[config.mk]
export PLATFORM = sky130hd
export DESIGN_NAME = rau_divider
export DESIGN_NICKNAME = d
export VERILOG_FILES = /design/src/rtl/core/rau_pkg.sv /design/src/rtl/core/rau_divider.sv
export SDC_FILE = /design/constraint.sdc
export NUM_CORES = 1
export LEC_CHECK = 0
export BUFFER_PORTS_ARGS = -buffer_cell sky130_fd_sc_hd__buf_2
export CORE_AREA = 3 3 197 161
export DETAILED_ROUTE_END_ITERATION = 6
export DIE_AREA = 0 0 200 164
export GPL_TIMING_DRIVEN = 0
export HOLD_SLACK_MARGIN = 0.05
export SLEW_MARGIN = 20
export SYNTH_ARGS = -nofsm -noshare
export SYNTH_HDL_FRONTEND = slang
export SYNTH_SLANG_ARGS = --single-unit
export TNS_END_PERCENT = 1
[constraint.sdc]
create_clock -name clk -period 7.75 [get_ports clk]
set_input_delay 1.9375 -clock clk [delete_from_list [all_inputs] [get_ports clk]]
set_output_delay 1.9375 -clock clk [all_outputs]
set_load 0.01 [all_outputs]
[src/rtl/core/rau_pkg.sv]
// Package for the rational arithmetic unit: actions, status codes,
// sequencer states, divider request/response types and widths. No dependencies.
package rau_pkg;

  localparam int unsigned VALUE_WIDTH_DEF = 32;
  localparam int unsigned FIELD_W = 32;

  typedef enum logic [2:0] {
    ACT_NORM = 3'd0,
    ACT_ADD  = 3'd1,
    ACT_SUB  = 3'd2,
    ACT_MUL  = 3'd3,
    ACT_DIV  = 3'd4,
    ACT_CMP  = 3'd5,
    ACT_NEG  = 3'd6,
    ACT_RCP  = 3'd7
  } action_t;

  typedef enum logic [1:0] {
    ST_OK      = 2'd0,
    ST_ZERODEN = 2'd1,
    ST_DIVZERO = 2'd2,
    ST_OVF     = 2'd3
  } status_t;

  // States of the unit's sequencer.
  typedef enum logic [4:0] {
    S_IDLE,
    S_CHECK,
    S_GA,       // gcd of A
    S_DA,       // A num / g, A den / g
    S_GB,
    S_DB,
    S_PREP,     // choose action flow
    S_ADD_G,    // gcd of denominators
    S_ADD_DIV,  // ad = a.d/g, bd = b.d/g
    S_ADD_MUL,  // x = an*bd, y = bn*ad
    S_ADD_SUM,
    S_ADD_G2,
    S_ADD_DIV2, // t/g2, b.d/g2
    S_ADD_MUL2, // ad * (b.d/g2)
    S_MUL,      // numerator and denominator products
    S_CMP,
    S_FIN_G,    // gcd of final pair
    S_FIN_DIV,
    S_FIN_CHK,
    S_OUT
  } state_t;

  // Request to the shared divider.
  typedef struct packed {
    logic        start;
    logic [63:0] dividend;
    logic [63:0] divisor;
  } div_req_t;

  typedef struct packed {
    logic        done;
    logic [63:0] quo;
    logic [63:0] rem;
  } div_rsp_t;

endpackage

[src/rtl/core/rau_divider.sv]
// Shared 64-bit restoring divider, one quotient bit per cycle while busy.
// Depends on rau_pkg.
module rau_divider import rau_pkg::*; (
  input  logic     clk,
  input  logic     rst_n,
  input  div_req_t req,
  output div_rsp_t rsp
);

  logic [63:0] quo_r, quo_nxt;
  logic [63:0] rem_r, rem_nxt;
  logic [63:0] dvs_r, dvs_nxt;
  logic [6:0]  cnt_r, cnt_nxt;
  logic        busy_r, busy_nxt;
  logic        done_r, done_nxt;
  logic [64:0] trial;

  // One shift-subtract step per cycle while busy.
  always_comb begin
    quo_nxt  = quo_r;
    rem_nxt  = rem_r;
    dvs_nxt  = dvs_r;
    cnt_nxt  = cnt_r;
    busy_nxt = busy_r;
    done_nxt = 1'b0;
    trial    = {rem_r, quo_r[63]} - {1'b0, dvs_r};
    if (req.start) begin
      quo_nxt  = req.dividend;
      rem_nxt  = '0;
      dvs_nxt  = req.divisor;
      cnt_nxt  = 7'd0;
      busy_nxt = 1'b1;
    end else if (busy_r) begin
      if (!trial[64]) begin
        rem_nxt = trial[63:0];
        quo_nxt = {quo_r[62:0], 1'b1};
      end else begin
        rem_nxt = {rem_r[62:0], quo_r[63]};
        quo_nxt = {quo_r[62:0], 1'b0};
      end
      cnt_nxt = cnt_r + 7'd1;
      if (cnt_r == 7'd63) begin
        busy_nxt = 1'b0;
        done_nxt = 1'b1;
      end
    end
  end

  always_ff @(posedge clk) begin
    if (!rst_n) begin
      busy_r <= 1'b0;
      done_r <= 1'b0;
      cnt_r  <= '0;
    end else begin
      busy_r <= busy_nxt;
      done_r <= done_nxt;
      cnt_r  <= cnt_nxt;
    end
    quo_r <= quo_nxt;
    rem_r <= rem_nxt;
    dvs_r <= dvs_nxt;
  end

  assign rsp.done = done_r;
  assign rsp.quo  = quo_r;
  assign rsp.rem  = rem_r;

  // A finished division never overlaps a busy one.
  a_done_idle: assert property (@(posedge clk) disable iff (!rst_n)
    rsp.done |-> !busy_r) else $error("divider done while busy");
  a_cnt_range: assert property (@(posedge clk) disable iff (!rst_n)
    (!busy_r && !req.start) |=> cnt_r == $past(cnt_r)) else $error("counter moved while idle");
  a_start_busy: assert property (@(posedge clk) disable iff (!rst_n)
    req.start |=> busy_r) else $error("divider did not start");

endmodule

==> key figures <==
Clock network
  – CTS H-tree depth: 1
  – CTS tree: yes
  – Clock-pin slew of the registers on the worst-case setup and hold paths: 0.06 ns
  – TritonCTS Buffers: 24
  – Clk sinks: 201
  – CTS resizes: 0
  – Post-CTS Setup Inserts: 0
  – Max Buffers Root-to-Sink: 3
  – Clock root buffer master: clkbuf_16
  – Worst skew pair latency: 0.54 ns
  – # hold bufs at CTS: 0

Floorplanning
  – DIE AREA: 0.0328 mm2
  – Initial cell density of the core: 39.7%
  – Row cnt: 57
  – Ports: 260
  – Die Height: 164 um
  – Core area: 0.0300 mm2
  – Die width: 200 um

Cells and area
  – FF+latch area: 0.00531 mm2
  – Fill cells: 2929
  – Multi-input logic area: 0.00600 mm2
  – Area Growth Syn to Fin: 22.2%
  – # nets final: 1724
  – Cell Count, Final, Fillers Out: 1961
  – Share of post-route cells with drive strength above 1: 25.2%

Critical path
  – Setup Crit Path Kind: in2reg
  – CP startpoint kind: primary input
  – Worst path max stage delay: 0.78 ns
  – Endpoint class of the critical path: flop
  – Worst-path fanout max: 39
  – Critical path's slowest cell: clkbuf_1
  – CP arrival: 4.87 ns
  – Required time worst endpoint: 8.11 ns
  – Crit-path cells: buf_4 -> buf_12 -> clkbuf_1 -> clkbuf_1 -> clkbuf_1 -> nand2_1 -> o21ai_0
  – Buffers plus inverters on the worst setup path: 5
  – Most frequent cell on the critical path: clkbuf_1
  – Delay-heaviest family, CP: buffers and inverters

Yosys
  – Post-Syn Area per Cell: 9.61 um2
  – Post-synth EDFFs: 128
  – Synth unique cells: 71
  – Async set-reset flop share out of synthesis: 0%
  – Mux cell area share after synthesis: 6.88%
  – Compound-gate portion of the synthesized area: 17.4%
  – Synth Net Count: 1437
  – Post-synthesis cell count: 1240
  – Yosys top cell area share: 32.3%
  – Adder-Cell Fraction of Synth Area: 6.99%
  – Most frequent cell after synthesis: nand2_1
  – Largest area contributor in the netlist: edfxtp_1
  – Prevailing post-synth register cell: edfxtp_1
  – XOR/XNOR Fraction of Synth Area: 4.48%
  – Yosys reg bits: 201
  – Synth warnings: 0
  – Synth top area cells: edfxtp_1 (32%), dfxtp_1 (12%), ha_1 (6.8%)
  – Sequential share of the synthesized area: 44.5%
  – Synthesized area: 0.0119 mm2
  – Largest family of logic cells by synthesized area: compound AO/OA/AOI/OAI gates
  – Top post-synthesis cells by count: nand2_1 (163), edfxtp_1 (128), a21oi_1 (90)
  – Post-synthesis simple-gate area fraction: 14.6%

STA
  – Final setup margin: 3.24 ns
  – Worst slew pin tran: 0.963 ns
  – # setup viols final: 0
  – Setup repair after global routing missed its margin: no
  – Fmax: 0.222 GHz
  – Fin Hold WS: 0.480 ns
  – Slew Limit Fails: 0
  – Max-slew headroom: 35.8%
  – Final setup TNS: 0 ns
  – Final Hold Violating Endpoints: 0
  – Final worst path period share: 58.2%
  – Setup Skew: 0.0135 ns
  – Period minus WS final: 4.51 ns

Global routing
  – Number of global-route vias before repair: 9925
  – Congestion Overflow GR: 0
  – Initial antenna violation count: 3
  – Global-route wire length before repair: 56.2 mm
  – Pin count of the biggest net entering global routing: 40
  – Total global routing track utilization: 21.8%

Power
  – Switching power: 0.00105 W
  – Clock share of power: 34.3%
  – P per Cell Area: 226 mW/mm2
  – Worst vdd ir: 0.136 mV
  – Gate power share: 25.9%
  – Int Pwr: 0.00224 W
  – Switching Share: 31.9%
  – Leakage Power: 6.31 nW
  – Sequential power share: 39.8%

Place
  – Placed insts: 1914
  – DPL Wire Length: 28.0 mm
  – Number of port buffers: 259
  – Pre-CTS WS: 2.73 ns
  – Routability cong.: 0.899

Drt
  – Routed WL: 36.4 mm
  – DRC violation total after the first TritonRoute iteration: 921
  – Per-cell routed wire length: 18.5 um
  – Vias: 10420
  – DR DRC count: 0
  – DRT Pass-1 Iters: 5
  – Routed Antenna Nets: 0
  – Via density: 5.31

Flow run
  – Max-cap violations: 0

Worst hold path
  – Hold Path Class: reg2reg

Status
  – Outcome: completed
-- logic make-up (layout without fill, tap and decap cells) --
group,count (synthesis),in the layout
fa+ha+maj,66,66
mux,74,74
flops,201,201
buf+inv,154,459
simple gates,375,375
xor+xnor,61,61
other cells,0,3
compound gates,309,309
-- routing by layer --
| layer | track usage (%) | up-vias | wire (um) |
|---|---|---|---|
| met4 | 5.29 | 2 | 735 |
| met5 | 0 | - | 13 |
| met3 | 4.33 | 47 | 2190 |
| met2 | 33.0 | 296 | 15800 |
| met1 | 32.0 | 4961 | 17600 |
| li1 | - | 5114 | - |
-- flip-flops by register name, indices dropped and copies added (netlist names) --
register and count:
done_r 1, rem_r 64, cnt_r 7, busy_r 1, quo_r 64, dvs_r 64
-- worst register-to-register path, delay by kind of cell (launching register included) --
kind / cells / cell delay, ns
xor gates and xnor gates: 1 / 0.32
adders and majority gates: 2 / 0.63
AOI/OAI and AO/OA: 5 / 1.31
and+or+nand+nor: 4 / 0.77
buffers and inverters: 3 / 0.79
DFF: 1 / 0.37
-- path summary, 6_finish.rpt --
kind,from,endpoint,cells past startpoint,slack [ns]
hold / removal,cnt_r[6],cnt_r[6],2,0.48
setup reg to reg,quo_r[63],rem_r[49],15,3.47
hold reg to reg,cnt_r[6],cnt_r[6],2,0.48
setup / recovery,req[128],quo_r[0],7,3.24
-- final cells by class --
cell class                      count  share of cell area (%)
Sequential cell                   201                    36.4
Antenna cell                        3                  0.0515
Tap cell                          413                    3.55
Buffer                             66                    1.92
Multi-Input combinational cell    885                    41.2
Inverter                           88                    2.28
Clock inverter                      9                   0.575
Clock buffer                       35                    4.82
Timing Repair Buffer              261                    9.19
-- placed cells by master, fill, tap and decap left out, types with 22 or more instances in the layout --
cell type	instances
nand4_1	22
dfxtp_1	73
inv_1	87
xnor2_1	35
nand3_1	25
buf_2	270
a311oi_1	41
clkbuf_16	24
ha_1	65
clkbuf_1	55
nand2_1	163
xor2_1	26
mux2_2	63
a21o_1	26
edfxtp_1	128
a21oi_1	90
o21ai_0	57
nor2_1	87
-- per-stage QoR --
stage	utilization [%]	power (W)	area, um2
2_1_floorplan	-	0.00189	11900
3_3_place_gp	45.7	0.00216	13700
3_5_place_dp	45.9	0.00218	13800
4_1_cts	48.5	0.00332	14600
5_1_grt	48.5	0.00348	14600
6_report	48.5	0.00329	14600
-- power groups by stage --
| stage | clock network [W] | registers [W] | logic [W] |
|---|---|---|---|
| 2_1_floorplan | 0 | 0.00135 | 0.000537 |
| 3_3_place_gp | 0 | 0.00133 | 0.000835 |
| 3_5_place_dp | 0 | 0.00133 | 0.000846 |
| 4_1_cts | 0.00116 | 0.00131 | 0.000850 |
| 5_1_grt | 0.00121 | 0.00132 | 0.000947 |
| 6_report | 0.00113 | 0.00131 | 0.000852 |
No activity file was read; power rests on OpenSTA's default activity.
